$ cat src/hrp_pkg.sv
// Package of the hex record parser: token and result types, status codes.
// Used by hrp_front, hrp_back, hex_record_parser and hrp_checker; depends on nothing.
package hrp_pkg;

    typedef enum logic [2:0] {
        TK_HEX   = 3'd0,
        TK_BLANK = 3'd1,
        TK_NL    = 3'd2,
        TK_COLON = 3'd3,
        TK_OTHER = 3'd4
    } tok_class_t;

    typedef struct packed {
        tok_class_t cls;
        logic [3:0] nib;
    } token_t;

    localparam logic       KIND_BYTE = 1'b0;
    localparam logic       KIND_STAT = 1'b1;

    localparam logic [1:0] ST_OK   = 2'd0;
    localparam logic [1:0] ST_CSUM = 2'd1;
    localparam logic [1:0] ST_FMT  = 2'd2;

    typedef struct packed {
        logic        kind;
        logic [7:0]  value;
        logic [8:0]  pos;
        logic [1:0]  status;
        logic [7:0]  len;
        logic [15:0] sum;
    } result_t;

endpackage

$ cat src/hrp_front.sv
// Front part of the hex record parser: classifies each character and queues the token.
// Depends on hrp_pkg.
module hrp_front
    import hrp_pkg::*;
(
    input  logic       clk,
    input  logic       rst_n,
    input  logic       push,
    output logic       full,
    input  logic [7:0] ch,
    output logic       tok_valid,
    output token_t     tok,
    input  logic       tok_pop
);

    localparam logic [7:0] CH_0     = 8'h30;
    localparam logic [7:0] CH_9     = 8'h39;
    localparam logic [7:0] CH_UA    = 8'h41;
    localparam logic [7:0] CH_UF    = 8'h46;
    localparam logic [7:0] CH_LA    = 8'h61;
    localparam logic [7:0] CH_LF    = 8'h66;
    localparam logic [7:0] CH_SPACE = 8'h20;
    localparam logic [7:0] CH_CR    = 8'h0D;
    localparam logic [7:0] CH_LF_NL = 8'h0A;
    localparam logic [7:0] CH_COLON = 8'h3A;

    token_t      class_tok;
    token_t      mem_reg [4];
    logic [1:0]  wr_ptr_reg;
    logic [1:0]  wr_ptr_next;
    logic [1:0]  rd_ptr_reg;
    logic [1:0]  rd_ptr_next;
    logic [2:0]  cnt_reg;
    logic [2:0]  cnt_next;
    logic        wr_en;
    logic [7:0]  diff;

    always_comb
    begin
        class_tok.cls = TK_OTHER;
        class_tok.nib = 4'd0;
        diff          = 8'd0;
        if (ch >= CH_0 && ch <= CH_9)
        begin
            diff          = ch - CH_0;
            class_tok.cls = TK_HEX;
            class_tok.nib = diff[3:0];
        end
        else if (ch >= CH_UA && ch <= CH_UF)
        begin
            diff          = ch - CH_UA + 8'd10;
            class_tok.cls = TK_HEX;
            class_tok.nib = diff[3:0];
        end
        else if (ch >= CH_LA && ch <= CH_LF)
        begin
            diff          = ch - CH_LA + 8'd10;
            class_tok.cls = TK_HEX;
            class_tok.nib = diff[3:0];
        end
        else if (ch == CH_SPACE || ch == CH_CR)
        begin
            class_tok.cls = TK_BLANK;
        end
        else if (ch == CH_LF_NL)
        begin
            class_tok.cls = TK_NL;
        end
        else if (ch == CH_COLON)
        begin
            class_tok.cls = TK_COLON;
        end
    end

    assign full      = (cnt_reg == 3'd4);
    assign wr_en     = push && !full;
    assign tok_valid = (cnt_reg != 3'd0);
    assign tok       = mem_reg[rd_ptr_reg];

    always_comb
    begin
        wr_ptr_next = wr_ptr_reg;
        rd_ptr_next = rd_ptr_reg;
        cnt_next    = cnt_reg;
        if (wr_en)
        begin
            wr_ptr_next = wr_ptr_reg + 2'd1;
        end
        if (tok_pop)
        begin
            rd_ptr_next = rd_ptr_reg + 2'd1;
        end
        if (wr_en && !tok_pop)
        begin
            cnt_next = cnt_reg + 3'd1;
        end
        else if (!wr_en && tok_pop)
        begin
            cnt_next = cnt_reg - 3'd1;
        end
    end

    always_ff @(posedge clk or negedge rst_n)
    begin
        if (!rst_n)
        begin
            wr_ptr_reg <= 2'd0;
            rd_ptr_reg <= 2'd0;
            cnt_reg    <= 3'd0;
        end
        else
        begin
            wr_ptr_reg <= wr_ptr_next;
            rd_ptr_reg <= rd_ptr_next;
            cnt_reg    <= cnt_next;
        end
    end

    always_ff @(posedge clk)
    begin
        if (wr_en)
        begin
            mem_reg[wr_ptr_reg] <= class_tok;
        end
    end

endmodule

$ cat src/hrp_back.sv
// Back part of the hex record parser: record state machine, sums and result queue.
// Depends on hrp_pkg.
module hrp_back
    import hrp_pkg::*;
(
    input  logic    clk,
    input  logic    rst_n,
    input  logic    tok_valid,
    input  token_t  tok,
    output logic    tok_pop,
    output logic    res_empty,
    output result_t res,
    input  logic    res_pop
);

    typedef enum logic [2:0] {
        PH_WAIT = 3'b001,
        PH_REC  = 3'b010,
        PH_SKIP = 3'b100
    } phase_t;

    phase_t      phase_reg;
    phase_t      phase_next;
    logic [3:0]  high_reg;
    logic [3:0]  high_next;
    logic        have_reg;
    logic        have_next;
    logic [8:0]  idx_reg;
    logic [8:0]  idx_next;
    logic [7:0]  count_reg;
    logic [7:0]  count_next;
    logic [7:0]  sum_reg;
    logic [7:0]  sum_next;
    logic [15:0] image_reg;
    logic [15:0] image_next;

    logic        emit;
    result_t     new_res;
    logic [7:0]  byte_val;
    logic [8:0]  last_idx;

    result_t     mem_reg [2];
    logic        wr_ptr_reg;
    logic        rd_ptr_reg;
    logic [1:0]  cnt_reg;
    logic [1:0]  cnt_next;
    logic        room;
    logic        res_pull;

    assign room      = (cnt_reg != 2'd2);
    assign tok_pop   = tok_valid && room;
    assign res_empty = (cnt_reg == 2'd0);
    assign res       = mem_reg[rd_ptr_reg];
    assign res_pull  = res_pop && !res_empty;
    assign byte_val  = {high_reg, tok.nib};
    assign last_idx  = {1'b0, count_reg} + 9'd3;

    always_comb
    begin
        phase_next     = phase_reg;
        high_next      = high_reg;
        have_next      = have_reg;
        idx_next       = idx_reg;
        count_next     = count_reg;
        sum_next       = sum_reg;
        image_next     = image_reg;
        emit           = 1'b0;
        new_res.kind   = KIND_STAT;
        new_res.value  = 8'd0;
        new_res.pos    = 9'd0;
        new_res.status = ST_OK;
        if (tok_pop)
        begin
            case (phase_reg)
                PH_SKIP:
                begin
                    if (tok.cls == TK_NL)
                    begin
                        phase_next = PH_WAIT;
                    end
                end
                PH_REC:
                begin
                    case (tok.cls)
                        TK_BLANK:
                        begin
                        end
                        TK_NL:
                        begin
                            phase_next     = PH_WAIT;
                            emit           = 1'b1;
                            new_res.status = ST_FMT;
                        end
                        TK_HEX:
                        begin
                            if (!have_reg)
                            begin
                                high_next = tok.nib;
                                have_next = 1'b1;
                            end
                            else
                            begin
                                have_next = 1'b0;
                                if (idx_reg == 9'd0)
                                begin
                                    count_next = byte_val;
                                    sum_next   = byte_val;
                                    idx_next   = 9'd1;
                                end
                                else if (idx_reg <= last_idx)
                                begin
                                    sum_next      = sum_reg + byte_val;
                                    image_next    = image_reg
                                                  + {{8{byte_val[7]}}, byte_val};
                                    idx_next      = idx_reg + 9'd1;
                                    emit          = 1'b1;
                                    new_res.kind  = KIND_BYTE;
                                    new_res.value = byte_val;
                                    new_res.pos   = idx_reg - 9'd1;
                                end
                                else
                                begin
                                    phase_next     = PH_SKIP;
                                    emit           = 1'b1;
                                    new_res.status = (byte_val == (8'd0 - sum_reg))
                                                   ? ST_OK : ST_CSUM;
                                end
                            end
                        end
                        default:
                        begin
                            phase_next     = PH_SKIP;
                            emit           = 1'b1;
                            new_res.status = ST_FMT;
                        end
                    endcase
                end
                default:
                begin
                    if (tok.cls == TK_COLON)
                    begin
                        phase_next = PH_REC;
                        high_next  = 4'd0;
                        have_next  = 1'b0;
                        idx_next   = 9'd0;
                        count_next = 8'd0;
                        sum_next   = 8'd0;
                    end
                    else
                    begin
                        phase_next = PH_WAIT;
                    end
                end
            endcase
        end
        new_res.len = count_next;
        new_res.sum = image_next;
    end

    always_comb
    begin
        cnt_next = cnt_reg;
        if (emit && !res_pull)
        begin
            cnt_next = cnt_reg + 2'd1;
        end
        else if (!emit && res_pull)
        begin
            cnt_next = cnt_reg - 2'd1;
        end
    end

    always_ff @(posedge clk or negedge rst_n)
    begin
        if (!rst_n)
        begin
            phase_reg  <= PH_WAIT;
            high_reg   <= 4'd0;
            have_reg   <= 1'b0;
            idx_reg    <= 9'd0;
            count_reg  <= 8'd0;
            sum_reg    <= 8'd0;
            image_reg  <= 16'd0;
            wr_ptr_reg <= 1'b0;
            rd_ptr_reg <= 1'b0;
            cnt_reg    <= 2'd0;
        end
        else
        begin
            phase_reg  <= phase_next;
            high_reg   <= high_next;
            have_reg   <= have_next;
            idx_reg    <= idx_next;
            count_reg  <= count_next;
            sum_reg    <= sum_next;
            image_reg  <= image_next;
            wr_ptr_reg <= wr_ptr_reg ^ emit;
            rd_ptr_reg <= rd_ptr_reg ^ res_pull;
            cnt_reg    <= cnt_next;
        end
    end

    always_ff @(posedge clk)
    begin
        if (emit)
        begin
            mem_reg[wr_ptr_reg] <= new_res;
        end
    end

endmodule

$ cat src/hex_record_parser.sv
// Channel  | Handshake    | Payload
// input    | push, full   | ch
// result   | empty, pop   | kind, byte_value, byte_position, status, record_length, image_sum
//
// One character is taken every cycle while full is low; tokens and results are registered.
// The record state machine sets the rate: a token per cycle while the result queue has room.
// Reset clears both queues and the parser, which then waits for a colon.
// A stalled result side fills the two-entry result queue, then the four-entry token queue,
// and only then raises full.
// Top level of the hex record parser; depends on hrp_pkg, hrp_front and hrp_back.
module hex_record_parser
    import hrp_pkg::*;
(
    input  logic        clk,
    input  logic        rst_n,
    input  logic        push,
    output logic        full,
    input  logic [7:0]  ch,
    output logic        empty,
    input  logic        pop,
    output logic        kind,
    output logic [7:0]  byte_value,
    output logic [8:0]  byte_position,
    output logic [1:0]  status,
    output logic [7:0]  record_length,
    output logic [15:0] image_sum
);

    logic    tok_valid;
    token_t  tok;
    logic    tok_pop;
    result_t res;

    hrp_front u_front (
        .clk       (clk),
        .rst_n     (rst_n),
        .push      (push),
        .full      (full),
        .ch        (ch),
        .tok_valid (tok_valid),
        .tok       (tok),
        .tok_pop   (tok_pop)
    );

    hrp_back u_back (
        .clk       (clk),
        .rst_n     (rst_n),
        .tok_valid (tok_valid),
        .tok       (tok),
        .tok_pop   (tok_pop),
        .res_empty (empty),
        .res       (res),
        .res_pop   (pop)
    );

    assign kind          = res.kind;
    assign byte_value    = res.value;
    assign byte_position = res.pos;
    assign status        = res.status;
    assign record_length = res.len;
    assign image_sum     = res.sum;

endmodule

$ cat config.mk
export PLATFORM = sky130hd
export DESIGN_NAME = hex_record_parser
export DESIGN_NICKNAME = d
export VERILOG_FILES = /design/src/hrp_pkg.sv /design/src/hrp_front.sv /design/src/hrp_back.sv /design/src/hex_record_parser.sv
export SDC_FILE = /design/constraint.sdc
export NUM_CORES = 1
export LEC_CHECK = 0
export ABC_AREA = 1
export BUFFER_PORTS_ARGS = -buffer_cell sky130_fd_sc_hd__buf_2
export CAP_MARGIN = 20
export CORE_MARGIN = 10
export CORE_UTILIZATION = 55
export CTS_BUF_LIST = sky130_fd_sc_hd__clkbuf_4 sky130_fd_sc_hd__clkbuf_8
export CTS_CLUSTER_DIAMETER = 40
export DETAILED_ROUTE_END_ITERATION = 10
export PLACE_DENSITY = 0.75
export SLEW_MARGIN = 40
export SYNTH_ARGS = -nofsm -noshare
export SYNTH_HDL_FRONTEND = slang
export SYNTH_SLANG_ARGS = --single-unit
$ cat constraint.sdc
create_clock -name clk -period 2.9 [get_ports clk]
set_clock_uncertainty 0.1 [all_clocks]
set_input_delay 0.435 -clock clk [delete_from_list [all_inputs] [get_ports clk]]
set_output_delay 0.435 -clock clk [all_outputs]
set_load 0.01 [all_outputs]
# --- Yosys cells after proc, flatten, opt, wreduce, memory -nomap -nowiden ---
# Memories as Yosys holds them, arrays and structs flattened.
# Cells that the tools add are included.
word_totals:
  word_cells: 159
  inputBits: 12
  regBits: 60
  out_inout_bits: 46
  memories: 2
  mem_bits_rw: 116
op_classes:
  n_bitwise: 3
  mux: 68
  order_cmp: 7
  n_eq_ne: 21
  n_addsub: 17
  n_reduce_logical: 28
mem_list:
  columns: ["name", "depth", "word_bits", "rd", "rd_ports_with_merged_regs", "wr", "line", "source"]
  rows:
  - ["u_back.mem_reg", 2, 44, 1, 0, 1, "hrp_back.sv:42", "result_t mem_reg [2];"]
  - ["u_front.mem_reg", 4, 7, 1, 0, 1, "hrp_front.sv:28", "token_t mem_reg [4];"]
ops:
  columns: ["op", "n"]
  rows:
  - ["two-way mux 16 bit", 6]
  - ["two-way mux 20 bit", 4]
  - ["two-way mux 8 bit", 10]
  - ["two-way mux 9 bit", 5]
  - ["two-way mux 18 bit", 2]
  - ["case mux 8 bit (2 select lines)", 2]
  - ["two-way mux 3 bit", 10]
  - ["case mux 9 bit (2 select lines)", 1]
  - ["adder 16 bit", 1]
  - ["== test 8 x 4 -> 1 bit, second input constant", 2]
  - ["== test 8 x 6 -> 1 bit, second input constant", 2]
  - ["greater-or-equal comparator 8 x 7 -> 1 bit, second input constant", 2]
  - ["less-or-equal comparator 8 x 7 -> 1 bit, second input constant", 2]
  - ["two-way mux 4 bit", 4]
  - ["two-way mux 7 bit", 2]
  - ["two-way mux 1 bit", 12]
  - ["AND reduction 6 bit", 2]
  - ["subtractor 4 x 1 -> 4 bit, second input constant", 3]
  - ["logical AND 1 bit", 10]
  - ["adder 8 x 2 -> 9 bit, second input constant", 1]
  - ["adder 9 x 1 -> 9 bit, second input constant", 1]
  - ["== test 3 x 2 -> 1 bit, second input constant", 3]
  - ["less-or-equal comparator 9 bit", 1]
  - ["zero test 9 bit", 1]
  - ["other kinds (34)", 55]

# --- Logic depth before layout (Yosys ltp) ---
# Gate-level depths: netlist of the first run.
depth:
  ltp_word: 10
  ltp_mapped: 19
  ltp_nobuf: 18

# --- Hierarchy ---
# A second synthesis of the first run with hierarchy kept.
unflattened:
  hier_cells: 1094
  area_unflattened_um2: 9695.5
modules_own_cells:
  columns: ["mod", "instances", "seq_area_each_um2", "area_each_um2", "cells_each"]
  rows:
  - ["hrp_back", 1, 3970.1, 7983.9, 931]
  - ["hrp_front", 1, 1016.0, 1711.6, 163]

# --- Worst setup path after synthesis of the first run ---
# OpenSTA, ideal clock, no wires.
synth_path:
  path_type: "register to register"
  start: "register u_back.idx_reg[0]"
  end: "memory u_back.mem_reg[1][0] (netlist bit), enable pin"
  stages_incl_launch_ff: 9
  path_buffers: 0
  arrival_ns: 2.559
  path_slack_ns: -0.165
  setup_time_ns: 0.406
  path_cell_list: "dfrtp_1 inv_1 ha_1 nand3_4 nor2_4 nand2_2 nand2_1 o31ai_1 ha_1"
synth_between:
  elab_chain_len: 8
synth_rtl:
  columns: ["element", "line", "source"]
  rows:
  - ["start, declared", "hrp_back.sv:28", "logic [8:0] idx_reg;"]
  - ["start signal, assigned", "hrp_back.sv:193", "idx_reg <= idx_next;"]
  - ["zero test 9 bit", "hrp_back.sv:104", "if (idx_reg == 9'd0)"]
  - ["two-way mux 1 bit", "hrp_back.sv:104", null]
  - ["two-way mux 1 bit", "hrp_back.sv:96", "if (!have_reg)"]
  - ["case mux 1 bit (2 select lines)", "hrp_back.sv:84", "case (tok.cls)"]
  - ["two-way mux 1 bit", "hrp_back.sv:74", "case (phase_reg)"]
  - ["two-way mux 1 bit", "hrp_back.sv:72", "if (tok_pop)"]
  - ["two-way mux 1 bit", "hrp_back.sv:205", "if (emit)"]
  - ["two-way mux 1 bit (not written as such)", "hrp_back.sv:207", "mem_reg[wr_ptr_reg] <= new_res;"]
  - ["end, declared", "hrp_back.sv:42", null]
# Every way passes these cells.

# --- Final worst setup path of the first run ---
layout_path:
  start: "register u_back.count_reg[0]"
  end: "memory u_back.mem_reg[0][13] (netlist bit) (data pin)"
layout_between:
  elab_chain_len: 8
layout_rtl:
  columns: ["element", "line", "source"]
  rows:
  - ["start, declared", "hrp_back.sv:30", "logic [7:0] count_reg;"]
  - ["start signal, assigned", "hrp_back.sv:194", "count_reg <= count_next;"]
  - ["adder 8 x 2 -> 9 bit", "hrp_back.sv:56", "assign last_idx = {1'b0, count_reg} + 9'd3;"]
  - ["less-or-equal comparator 9 bit", "hrp_back.sv:110", "else if (idx_reg <= last_idx)"]
  - ["two-way mux 16 bit", "hrp_back.sv:110", null]
  - ["two-way mux 16 bit", "hrp_back.sv:104", null]
  - ["two-way mux 16 bit", "hrp_back.sv:96", null]
  - ["two-way mux 16 bit", "hrp_back.sv:84", null]
  - ["two-way mux 16 bit", "hrp_back.sv:74", null]
  - ["two-way mux 16 bit", "hrp_back.sv:72", null]
  - ["via u_back.image_next[13]", "hrp_back.sv:35", "logic [15:0] image_next;"]
# The timed path passes the listed nets, and every way through them passes these cells.

==> results_tabular.tex, run 1 <==
\begin{tabular}{lr}
\hline
Metric & Value \\
\hline
\multicolumn{2}{l}{\textbf{Placed design}} \\
\quad \# placed instances & 1,377 \\
\quad GPL Wtd Cong & $\sim$0.93 \\
\quad Number of buffers inserted by port buffering & 57 \\
\quad HPWL Detailed & 15,200 um \\
\multicolumn{2}{l}{\textbf{Layout}} \\
\quad Diode insertion count for antenna repair & 0 \\
\quad Area occupied by multi-input gates & $\sim$4200 um2 \\
\quad Sequential cell area in the final layout & roughly 5000 um2 \\
\quad Layout fillers & $\sim$1,400 \\
\quad Area growth from synthesis to layout & 14.7\% \\
\quad Number of nets in the layout & 1,245 \\
\quad Number of flip-flops in the largest register & 88 \\
\quad Post-Layout Cell Count & 1,421 \\
\quad Share of layout cells above drive strength 1 & 0.182 \\
\multicolumn{2}{l}{\textbf{Global route}} \\
\quad Number of global-route vias before repair & 6,940 \\
\quad Largest net degree at the start of global routing & 45 \\
\quad Initial antenna violation count & 0 \\
\quad GRT Overall Usage & 0.181 \\
\quad Wire length of the first global-routing pass & about 35,000 um \\
\quad Total global routing overflow & 0 \\
\multicolumn{2}{l}{\textbf{Die}} \\
\quad X dimension of the die & 152 um \\
\quad Effective utilization at floorplan & 0.558 \\
\quad Site row count & 48 \\
\quad Area of the core & between 15,000 and 20,000 um2 \\
\quad Die height & 152 um \\
\quad IO Count & 58 \\
\quad Area enclosed by the die boundary & 23,200 um2 \\
\multicolumn{2}{l}{\textbf{Synthesis}} \\
\quad Mean post-synth cell area & 8.93 um2 \\
\quad Flip-flop and latch count after synthesis & 176 \\
\quad Top\_reg\_cell synth & edfxtp\_1 \\
\quad Number of distinct standard cells referenced by the synthesized netlist & 48 \\
\quad Top area cells in the synthesized netlist & edfxtp\_1 (36\%), dfrtp\_1 (15\%), nand2\_1 (15\%) \\
\quad Number of synthesis warnings & 0 \\
\quad Post-synthesis sequential area ratio & 0.518 \\
\quad Largest area contributor in the synthesized netlist & edfxtp\_1 \\
\quad Fraction of post-synthesis cell area in the top cell type by area & 0.362 \\
\quad Number of standard cells after synthesis & around 1,100 \\
\quad Post-synth EDFFs & approximately 120 \\
\quad Post-synthesis net count & 1,139 \\
\quad Cell area after synthesis & 9620 um2 \\
\quad Async set or reset register ratio after synthesis & 0.341 \\
\multicolumn{2}{l}{\textbf{Detailed routing}} \\
\quad Drt first pass iters & 5 \\
\quad Post-route DRC & 0 \\
\quad Ratio of routed vias to standard cells & 5.31 \\
\quad WL final & 21,900 um \\
\quad Drt initial violations & between 400 and 500 \\
\quad Antenna-violating nets left & 0 \\
\quad Avg WL per Cell & 15.4 um \\
\quad Vias after detailed routing & $\sim$7,500 \\
\multicolumn{2}{l}{\textbf{Worst setup path}} \\
\quad Type of the worst setup path & flip-flop to flip-flop \\
\quad Crit end category & flip-flop \\
\quad Crit path max fanout & 7 \\
\quad Crit path DAT & between 3000 and 4000 ps \\
\quad Kind of launch point of the worst setup path & flip-flop \\
\quad Worst path required time & 3030 ps \\
\multicolumn{2}{l}{\textbf{CTS}} \\
\quad Latest clock arrival within the worst-skew pair & $\sim$480 ps \\
\quad Clock Path Buffers & 2 \\
\quad Clock root cell & clkbuf\_8 \\
\quad Clock sinks & approximately 180 \\
\quad CTS tree & done \\
\quad Total CTS buffers & 17 \\
\quad Clk pin slew, worst setup/hold paths & 90 ps \\
\quad Level count of the clock H-tree & 4 \\
\multicolumn{2}{l}{\textbf{Outcome}} \\
\quad Failing checks & setup timing \\
\quad Run status & finished with violations \\
\multicolumn{2}{l}{\textbf{Pwr}} \\
\quad Cell leakage power & 0.00513 uW \\
\quad PD cells & 710 nW/um2 \\
\quad Max VDD drop & around 0.00043 V \\
\multicolumn{2}{l}{\textbf{Worst hold path}} \\
\quad Worst Hold Class & input pin to flip-flop \\
\multicolumn{2}{l}{\textbf{STA}} \\
\quad Remaining max-slew budget at the tightest pin & 0.518 \\
\quad Final Max Tran Viols & 0 \\
\quad Unrepaired setup endpoints after global routing & yes \\
\quad Final critical delay including setup and external delays & 2940 ps \\
\quad Fraction of the cycle the final worst path needs & 1.01 \\
\quad Slew at the pin closest to its max-slew limit & 718 ps \\
\quad Final setup violation count & 11 \\
\quad Final Hold Vio Count & 0 \\
\quad Worst Slack Setup Final & -41.2 ps \\
\quad Peak clock frequency supported by timing & between 0.3 and 0.4 GHz \\
\quad Final TNS setup & -282 ps \\
\multicolumn{2}{l}{\textbf{Flow run}} \\
\quad Max-cap check violation count & 0 \\
\hline
\end{tabular}
==> synthesized netlist by cell type (7+ instances only) <==
library cell / n
xnor2_1: 13
clkbuf_1: 8
nand4_1: 9
nand2_2: 8
nor2_1: 76
edfxtp_1: 116
inv_1: 96
nand2_1: 390
o21ai_0: 26
xor2_1: 23
buf_6: 9
a21oi_1: 38
nand3_1: 80
nand3b_1: 7
o21ai_1: 7
ha_1: 47
dfrtp_1: 59
nor3_1: 8
==> cell usage in the layout (no fill, tap or decap), types with 3 or more instances in the layout <==
cell type / netlist / routed
nand2_1: 390 / 382
edfxtp_1: 116 / 116
inv_1: 96 / 90
nand3_1: 80 / 75
nor2_1: 76 / 68
dfrtp_1: 59 / 58
buf_2: 4 / 57
ha_1: 47 / 44
buf_4: 1 / 41
a21oi_1: 38 / 37
xor2_1: 23 / 23
o21ai_0: 26 / 23
clkbuf_8: 0 / 17
nand2_2: 8 / 16
xnor2_1: 13 / 13
inv_2: 4 / 9
nor2_2: 2 / 9
nand4_1: 9 / 9
o21ai_1: 7 / 8
nand3b_1: 7 / 7
nor3_1: 8 / 7
nand3_2: 2 / 6
o21ai_2: 5 / 6
inv_6: 0 / 5
inv_8: 0 / 5
buf_12: 0 / 5
nor2_4: 3 / 4
nor4_1: 4 / 4
inv_4: 3 / 3
nand3_4: 2 / 3
a21oi_2: 2 / 3
fa_1: 3 / 3
clkinv_4: 0 / 3
==> metal layers <==
metal,global-route usage,share of wire,vias to the layer above,wire [um]
met4,0.0601,0.018,0,397
met5,0,0,-,0
li1,-,-,3764,-
met3,0.0353,0.060,29,1310
met2,0.297,0.49,248,10600
met1,0.235,0.44,3502,9540
==> logic make-up after synthesis <==
logic type / count (synthesis) / synth area share
adder cells (fa/ha/maj): 50 / 0.0674
AO/OA/AOI/OAI: 87 / 0.0515
XOR/XNOR: 36 / 0.0328
flip-flops: 176 / 0.518
multiplexers: 1 / 0.00117
buffers and inverters: 127 / 0.0583
AND/OR/NAND/NOR: 600 / 0.271
==> critical path: stages, from the launching register on <==
cell and delay [ps]:
dfrtp_1 390, inv_2 70, ha_4 170, nor3_4 200, nand3_2 110, nand3b_1 180, ha_1 310, nand2_1 70
inv_2 60, nand2_2 50, nor2_2 120, nand4_1 130, nand2_2 170, inv_4 70, nor2_8 170, buf_8 170
nand3_2 60, nand2_1 70, inv_2 40
==> power breakdown <==
| group | switching, uW | total, uW | internal [uW] |
|---|---|---|---|
| Clock | 955 | 1590 | 632 |
| Sequential | 171 | 3090 | 2920 |
| Combinational | 2030 | 3160 | 1120 |
| Total | 3160 | 7830 | 4680 |
==> timing repair <==
item,CTS,global route
pin swaps,3,10
resized for setup,6,46
setup endpoints to repair,76,101
hold buffers,1,0
cloned,0,5
buffers inserted,0,6
hold endpoints to repair,19,0
==> cell type report <==
class | count | area share
Multi-Input combinational cell | 776 | 0.384
Tap cell | 225 | 0.0255
Sequential cell | 176 | 0.452
Clock buffer | 18 | 0.0219
Timing Repair Buffer | 107 | 0.0671
Timing Repair inverter | 2 | 0.00204
Inverter | 103 | 0.0368
Clock inverter | 14 | 0.0111
==> path summary, 6_finish.rpt <==
check | from | endpoint | slack (ps) | cells past startpoint
min in group asynchronous | rst_n | u_back.count_reg[3] | 370 | 2
setup reg to reg | u_back.count_reg[0] | u_back.mem_reg[0][13] | -40 | 18
hold reg to reg | u_back.phase_reg[1] | u_back.phase_reg[1] | 390 | 2
hold / removal | pop | u_back.rd_ptr_reg | 200 | 3
setup / recovery | u_back.count_reg[0] | u_back.mem_reg[0][13] | -40 | 18
max in group asynchronous | rst_n | u_front.rd_ptr_reg[0] | 1600 | 3
==> through the flow <==
step                setup WS (ps)   util  total power (uW)  area (um2)  hold slack [ps]
finish                      -41.2  0.640              7830       11000              199
global route                 -242  0.640              8390       11000              200
CTS                          11.6  0.626              7850       10800              178
detailed placement           -213  0.603              6270       10400              344
global placement            -89.1  0.603              6210       10400              348
floorplan                    -165      -              5180        9630             39.4
No activity file was read; power rests on OpenSTA's default activity.
==> run 2: changes to the inputs <==
--- a/config.mk
+++ b/config.mk
@@ -14,6 +14,7 @@
 export CTS_CLUSTER_DIAMETER = 40
 export DETAILED_ROUTE_END_ITERATION = 10
 export PLACE_DENSITY = 0.75
+export RECOVER_POWER = 50
 export SLEW_MARGIN = 40
 export SYNTH_ARGS = -nofsm -noshare
 export SYNTH_HDL_FRONTEND = slang
==> results_tabular.tex, run 2 (same netlist as run 1, synthesis figures left out) <==
\begin{tabular}{lr}
\hline
Metric & Value \\
\hline
\multicolumn{2}{l}{\textbf{STA}} \\
\quad Unrepaired setup endpoints after global routing & yes \\
\quad Worst Slack Setup Final & -41.5 ps (-0.297 ps) \\
\quad Final Max Tran Viols & 0 (unchanged) \\
\quad Worst hold-check slack & 197 ps (-2.16 ps) \\
\quad Final TNS setup & -255 ps (+26.3 ps) \\
\quad Remaining max-slew budget at the tightest pin & 0.149 (-0.369) \\
\quad Peak clock frequency supported by timing & 0.340 GHz (about the same) \\
\quad Fraction of the cycle the final worst path needs & 1.01 (about the same) \\
\quad Final setup violation count & 8 (-3) \\
\quad Final Hold Vio Count & 0 (unchanged) \\
\quad Final critical delay including setup and external delays & 2940 ps (+0.297 ps) \\
\quad Slew at the pin closest to its max-slew limit & 1280 ps (+559 ps) \\
\multicolumn{2}{l}{\textbf{CTS}} \\
\quad Level count of the clock H-tree & 4 (unchanged) \\
\quad Clock root cell & clkbuf\_8 \\
\quad Clock Path Buffers & 2 (unchanged) \\
\quad Total CTS buffers & 17 (unchanged) \\
\quad Latest clock arrival within the worst-skew pair & 480 ps (about the same) \\
\quad Clock sinks & 176 (unchanged) \\
\quad Clk pin slew, worst setup/hold paths & 90 ps (about the same) \\
\quad CTS tree & done \\
\multicolumn{2}{l}{\textbf{Worst hold path}} \\
\quad Worst Hold Class & input pin to flip-flop \\
\multicolumn{2}{l}{\textbf{Worst setup path}} \\
\quad Type of the worst setup path & flip-flop to flip-flop \\
\quad R2R Setup Slk & -40 ps (about the same) \\
\quad Kind of launch point of the worst setup path & flip-flop \\
\quad Crit path DAT & 3080 ps (about the same) \\
\quad Crit end category & flip-flop \\
\quad Worst path required time & 3040 ps (about the same) \\
\quad Crit path max fanout & 7 (unchanged) \\
\multicolumn{2}{l}{\textbf{Placed design}} \\
\quad HPWL Detailed & 15,200 um (unchanged) \\
\quad Number of buffers inserted by port buffering & 57 (unchanged) \\
\quad Pre-CTS setup slack & -213 ps (unchanged) \\
\quad GPL Wtd Cong & 0.933 (unchanged) \\
\multicolumn{2}{l}{\textbf{Detailed routing}} \\
\quad Drt first pass iters & 5 (unchanged) \\
\quad Post-route DRC & 0 (unchanged) \\
\quad Drt initial violations & 481 (+18\%) \\
\quad Ratio of routed vias to standard cells & 5.29 (-0.36\%) \\
\quad WL final & 21,900 um (+0.17\%) \\
\quad Avg WL per Cell & 15.4 um (+0.17\%) \\
\quad Antenna-violating nets left & 0 (unchanged) \\
\quad Vias after detailed routing & 7,516 (-0.36\%) \\
\multicolumn{2}{l}{\textbf{Die}} \\
\quad Area enclosed by the die boundary & 23,200 um2 (unchanged) \\
\quad X dimension of the die & 152 um (unchanged) \\
\quad Effective utilization at floorplan & 0.558 (unchanged) \\
\quad Site row count & 48 (unchanged) \\
\quad IO Count & 58 (unchanged) \\
\quad Area of the core & 17,200 um2 (unchanged) \\
\quad Die height & 152 um (unchanged) \\
\multicolumn{2}{l}{\textbf{Layout}} \\
\quad Commonest non-fill, non-tap cell in the layout & nand2\_1 \\
\quad Share of layout cells above drive strength 1 & 0.149 (-0.0334) \\
\quad Commonest cells after routing, fill and taps aside & nand2\_1 (384), edfxtp\_1 (116), inv\_1 (90) \\
\quad Diode insertion count for antenna repair & 0 (unchanged) \\
\quad Area growth from synthesis to layout & 14.0\% \\
\quad Number of nets in the layout & 1,245 (unchanged) \\
\quad Number of flip-flops in the largest register & 88 (unchanged) \\
\multicolumn{2}{l}{\textbf{Pwr}} \\
\quad Part of the total power dissipated in sequential elements & 0.398 (+0.003) \\
\quad Max VDD drop & 0.000433 V (-0.11\%) \\
\quad Cell leakage power & 0.00501 uW (-2.3\%) \\
\quad Part of the total power dissipated in the clock network & 0.204 (about the same) \\
\quad PD cells & 709 nW/um2 (-0.20\%) \\
\quad Combinational power share & 0.398 (-0.005) \\
\quad Internal power & 4610 uW (-1.4\%) \\
\quad Reported net switching power & 3160 uW (+0.13\%) \\
\quad Fraction of power spent switching nets & 0.407 (+0.00374) \\
\quad Total chip power & 7770 uW (-0.80\%) \\
\multicolumn{2}{l}{\textbf{Global route}} \\
\quad Largest net degree at the start of global routing & 45 (unchanged) \\
\quad Initial antenna violation count & 0 (unchanged) \\
\quad Total global routing overflow & 0 (unchanged) \\
\quad Number of global-route vias before repair & 6,940 (unchanged) \\
\quad Wire length of the first global-routing pass & 34,800 um (unchanged) \\
\quad GRT Overall Usage & 0.181 (unchanged) \\
\multicolumn{2}{l}{\textbf{Flow run}} \\
\quad Max-cap check violation count & 0 (unchanged) \\
\multicolumn{2}{l}{\textbf{Outcome}} \\
\quad Run status & finished with violations \\
\quad Failing checks & setup timing \\
\hline
\end{tabular}
run 2: cell types whose count changed in the layout (fill, tap and decap cells not counted), sizes merged:
cell    change
buf        -40
clkbuf     +40
run 2: power groups by stage:
stage | Sequential [uW] | Clock (uW) | Combinational [uW]
after floorplan | 3090 | 0 | 2090
after global placement | 3140 | 0 | 3070
after detailed placement | 3150 | 0 | 3130
after CTS | 3090 | 1610 | 3140
after global routing | 3120 | 1710 | 3500
final | 3090 | 1590 | 3090
run 2: metrics by stage:
step,instance area [um2],util,std cells
global placement,10400,0.603,1377
CTS,10800,0.626,1410
finish,11000,0.636,1421
global route,11000,0.636,1421
floorplan,9630,-,1077
detailed placement,10400,0.603,1377
run 2: repair_timing:
item	in CTS	in global routing
hold buffers	1	0
cloned	0	5
resized for setup	6	46
endpoints found under the setup margin	76	101
endpoints found under the hold margin	19	0
pin swaps	3	10
buffers inserted	0	6
run 2: area by class of cell:
type	count	area [um2]
repair inverters	2	22.5
flip-flops and latches	176	4990
clock buffers	18	241
inverters	103	407
clock inverters	14	123
repair buffers	107	687
well taps	225	282
fillers	1417	6270
multi-input cells	776	4220
run 2: final timing paths:
kind                                           from                    end  cells past startpoint
worst max register to register  u_back.count_reg[0]  u_back.mem_reg[0][13]                     18
min in group asynchronous                     rst_n    u_back.count_reg[3]                      2
max in group asynchronous                     rst_n  u_front.rd_ptr_reg[0]                      3
worst max-delay path            u_back.count_reg[0]  u_back.mem_reg[0][13]                     18
worst min-delay path                            pop      u_back.rd_ptr_reg                      3
worst min register to register  u_back.phase_reg[1]    u_back.phase_reg[1]                      2
run 2: per-layer routing:
metal / share of wire / GRT usage / wire length (um) / vias up
li1: - / - / - / 3761
met1: 0.44 / 0.235 / 9580 / 3481
met2: 0.48 / 0.297 / 10600 / 240
met3: 0.059 / 0.0353 / 1300 / 34
met4: 0.021 / 0.0601 / 452 / 0
met5: 0 / 0 / 0 / -
run 2: worst max-delay path, stage by stage, from the launching register on:
cell	delay, ps
dfrtp_1	390
inv_2	70
ha_4	170
nor3_4	200
nand3_2	110
nand3b_1	180
ha_1	310
nand2_1	70
inv_2	60
nand2_2	50
nor2_2	120
nand4_1	130
nand2_2	170
inv_4	70
nor2_8	170
buf_8	170
nand3_2	60
nand2_1	70
inv_2	40
==> run 3: changes to the inputs <==
--- a/config.mk
+++ b/config.mk
@@ -8,12 +8,14 @@
 export ABC_AREA = 1
 export BUFFER_PORTS_ARGS = -buffer_cell sky130_fd_sc_hd__buf_2
 export CAP_MARGIN = 20
+export CELL_PAD_IN_SITES_DETAIL_PLACEMENT = 1
+export CELL_PAD_IN_SITES_GLOBAL_PLACEMENT = 1
 export CORE_MARGIN = 10
-export CORE_UTILIZATION = 55
+export CORE_UTILIZATION = 44
 export CTS_BUF_LIST = sky130_fd_sc_hd__clkbuf_4 sky130_fd_sc_hd__clkbuf_8
 export CTS_CLUSTER_DIAMETER = 40
 export DETAILED_ROUTE_END_ITERATION = 10
-export PLACE_DENSITY = 0.75
+export PLACE_DENSITY = 0.77
 export RECOVER_POWER = 50
 export SLEW_MARGIN = 40
 export SYNTH_ARGS = -nofsm -noshare
==> results_tabular.tex, run 3 (same netlist as run 1, synthesis figures left out) <==
\begin{tabular}{lr}
\hline
Metric & Value \\
\hline
\multicolumn{2}{l}{\textbf{Worst hold path}} \\
\quad Worst Hold Class & input pin to flip-flop \\
\quad Endpoint of the worst hold path & u\_back.rd\_ptr\_reg \\
\quad Critical hold path startpoint & pop \\
\quad Hold Path Depth & 3 (unchanged) \\
\multicolumn{2}{l}{\textbf{CTS}} \\
\quad Total CTS buffers & 17 (unchanged) \\
\quad Clock root cell & clkbuf\_8 \\
\quad Clock Path Buffers & 2 (unchanged) \\
\quad Clk pin slew, worst setup/hold paths & 120 ps (+30 ps) \\
\quad Level count of the clock H-tree & 4 (unchanged) \\
\quad CTS tree & done \\
\quad Clock sinks & 176 (unchanged) \\
\quad Latest clock arrival within the worst-skew pair & 480 ps (about the same) \\
\multicolumn{2}{l}{\textbf{Worst setup path}} \\
\quad Cell depth of the worst flop-to-flop path & 18 (unchanged) \\
\quad Crit path DAT & 3080 ps (about the same) \\
\quad R2R Setup Slk & -40 ps (about the same) \\
\quad Worst path required time & 3040 ps (about the same) \\
\quad Critical R2R Launch & u\_back.count\_reg[1] \\
\quad Crit path max fanout & 8 (+1) \\
\quad Crit end category & flip-flop \\
\quad Type of the worst setup path & flip-flop to flip-flop \\
\quad Kind of launch point of the worst setup path & flip-flop \\
\quad Endpoint of the lowest-slack register-to-register path & u\_back.mem\_reg[0][8] \\
\multicolumn{2}{l}{\textbf{Pwr}} \\
\quad Total chip power & 8290 uW (+6.7\%) \\
\quad Internal power & 4840 uW (+5.0\%) \\
\quad Max VDD drop & 0.000371 V (-14\%) \\
\quad Fraction of power spent switching nets & 0.416 (+0.00968) \\
\quad Part of the total power dissipated in sequential elements & 0.373 (-0.025) \\
\quad Reported net switching power & 3450 uW (+9.2\%) \\
\quad Part of the total power dissipated in the clock network & 0.225 (+0.021) \\
\quad Combinational power share & 0.402 (+0.004) \\
\quad Cell leakage power & 0.00518 uW (+3.5\%) \\
\quad PD cells & 732 nW/um2 (+3.4\%) \\
\multicolumn{2}{l}{\textbf{Flow run}} \\
\quad Max-cap check violation count & 1 (+1) \\
\multicolumn{2}{l}{\textbf{STA}} \\
\quad Final setup violation count & 22 (+14) \\
\quad Fraction of the cycle the final worst path needs & 1.01 (-0.00129) \\
\quad Final critical delay including setup and external delays & 2940 ps (-3.73 ps) \\
\quad Slew at the pin closest to its max-slew limit & 1760 ps (+482 ps) \\
\quad Remaining max-slew budget at the tightest pin & -0.173 (-0.321) \\
\quad Unrepaired setup endpoints after global routing & yes \\
\quad Final Hold Vio Count & 0 (unchanged) \\
\quad Final TNS setup & -432 ps (-177 ps) \\
\quad Worst Slack Setup Final & -37.8 ps (+3.73 ps) \\
\quad Peak clock frequency supported by timing & 0.340 GHz (+0.13\%) \\
\quad Final Max Tran Viols & 26 (+26) \\
\multicolumn{2}{l}{\textbf{Die}} \\
\quad Die height & 168 um (+10\%) \\
\quad Site row count & 54 (+13\%) \\
\quad Effective utilization at floorplan & 0.444 (-0.115) \\
\quad IO Count & 58 (unchanged) \\
\quad Area of the core & 21,700 um2 (+26\%) \\
\quad X dimension of the die & 168 um (+10\%) \\
\quad Area enclosed by the die boundary & 28,200 um2 (+22\%) \\
\multicolumn{2}{l}{\textbf{Layout}} \\
\quad Share of layout cells above drive strength 1 & 0.178 (+0.0292) \\
\quad Commonest cells after routing, fill and taps aside & nand2\_1 (381), edfxtp\_1 (116), inv\_1 (90) \\
\quad Diode insertion count for antenna repair & 0 (unchanged) \\
\quad Area growth from synthesis to layout & 17.7\% \\
\quad Commonest non-fill, non-tap cell in the layout & nand2\_1 \\
\quad Post-route core utilization & 0.522 (-0.114) \\
\quad Number of nets in the layout & 1,262 (+1.4\%) \\
\quad Number of flip-flops in the largest register & 88 (unchanged) \\
\multicolumn{2}{l}{\textbf{Global route}} \\
\quad Number of global-route vias before repair & 8,012 (+15\%) \\
\quad Initial antenna violation count & 0 (unchanged) \\
\quad Largest net degree at the start of global routing & 45 (unchanged) \\
\quad Total global routing overflow & 0 (unchanged) \\
\quad GRT Overall Usage & 0.183 (+0.00234) \\
\quad Wire length of the first global-routing pass & 42,200 um (+21\%) \\
\multicolumn{2}{l}{\textbf{Detailed routing}} \\
\quad Drt first pass iters & 5 (unchanged) \\
\quad Avg WL per Cell & 18.4 um (+19\%) \\
\quad Antenna-violating nets left & 0 (unchanged) \\
\quad Drt initial violations & 428 (-11\%) \\
\quad WL final & 27,500 um (+25\%) \\
\quad Post-route DRC & 0 (unchanged) \\
\quad Vias after detailed routing & 7,842 (+4.3\%) \\
\quad Ratio of routed vias to standard cells & 5.25 (-0.69\%) \\
\multicolumn{2}{l}{\textbf{Placed design}} \\
\quad Number of buffers inserted by port buffering & 57 (unchanged) \\
\quad HPWL Detailed & 19,100 um (+26\%) \\
\quad GPL Wtd Cong & 0.891 (-4.5\%) \\
\multicolumn{2}{l}{\textbf{Outcome}} \\
\quad Failing checks & capacitance limit, slew limit, setup timing \\
\quad Run status & finished with violations \\
\hline
\end{tabular}
## run 3: timing repair
item | 4_1_cts | 5_1_grt
cloned | 0 | 6
pin swaps | 5 | 11
resized for setup | 17 | 45
endpoints found under the hold margin | 24 | 0
hold buffers | 1 | 0
setup buffers | 2 | 9
setup endpoints to repair | 101 | 101
## run 3: final cells by class
class | count | area, um2
well taps | 280 | 350
fillers | 2547 | 10400
clock inverters | 15 | 210
multi-input cells | 775 | 4270
repair inverters | 3 | 26.3
repair buffers | 124 | 842
flip-flops and latches | 176 | 4990
inverters | 103 | 407
clock buffers | 17 | 234
## run 3: power by group through the flow
stage / Combinational (uW) / Clock, uW / Sequential [uW]
6_report: 3330 / 1870 / 3090
3_3_place_gp: 3190 / 0 / 3140
5_1_grt: 3750 / 2010 / 3120
3_5_place_dp: 3310 / 0 / 3150
2_1_floorplan: 2090 / 0 / 3090
4_1_cts: 3330 / 1900 / 3100
## run 3: worst max path at each step
stage	start	to	slack, ps
after floorplan	u_back.idx_reg[0]	u_back.mem_reg[1][0]	-170
after global placement	u_back.count_reg[0]	u_back.mem_reg[0][10]	-100
after detailed placement	u_back.count_reg[0]	u_back.mem_reg[0][10]	-270
after CTS	u_back.count_reg[0]	u_back.mem_reg[0][13]	7
after global routing	u_back.idx_reg[1]	u_back.mem_reg[0][16]	-200
final	u_back.count_reg[1]	u_back.mem_reg[0][8]	-40
## run 3: through the flow
step | instance area (um2) | instances | setup slack (ps) | hold WS [ps]
global placement | 10600 | 1444 | -95.1 | 363
CTS | 11100 | 1479 | 7.40 | 251
finish | 11300 | 1493 | -37.8 | 247
global route | 11300 | 1493 | -197 | 299
floorplan | 9630 | 1077 | -165 | 39.4
detailed placement | 10600 | 1444 | -275 | 361
## run 3: metal layers
layer	routed length [um]	vias to the layer above	track usage
met2	13500	169	0.305
li1	-	3778	-
met5	0	-	0
met1	12400	3874	0.247
met3	1240	21	0.0284
met4	309	0	0.0405
## run 3: worst max-delay path: stages, from the launching register on
cell and delay, ps:
dfrtp_1 400, inv_2 80, ha_4 170, nor3_4 150, nand3_2 110, nand3b_1 180, ha_1 320, nand2_1 70
inv_2 60, nand2_2 60, nor2_4 90, nand4_1 170, nand2_4 170, inv_4 60, nor2_8 150, buf_4 160
inv_6 60, nand2_1 70, o21ai_2 70
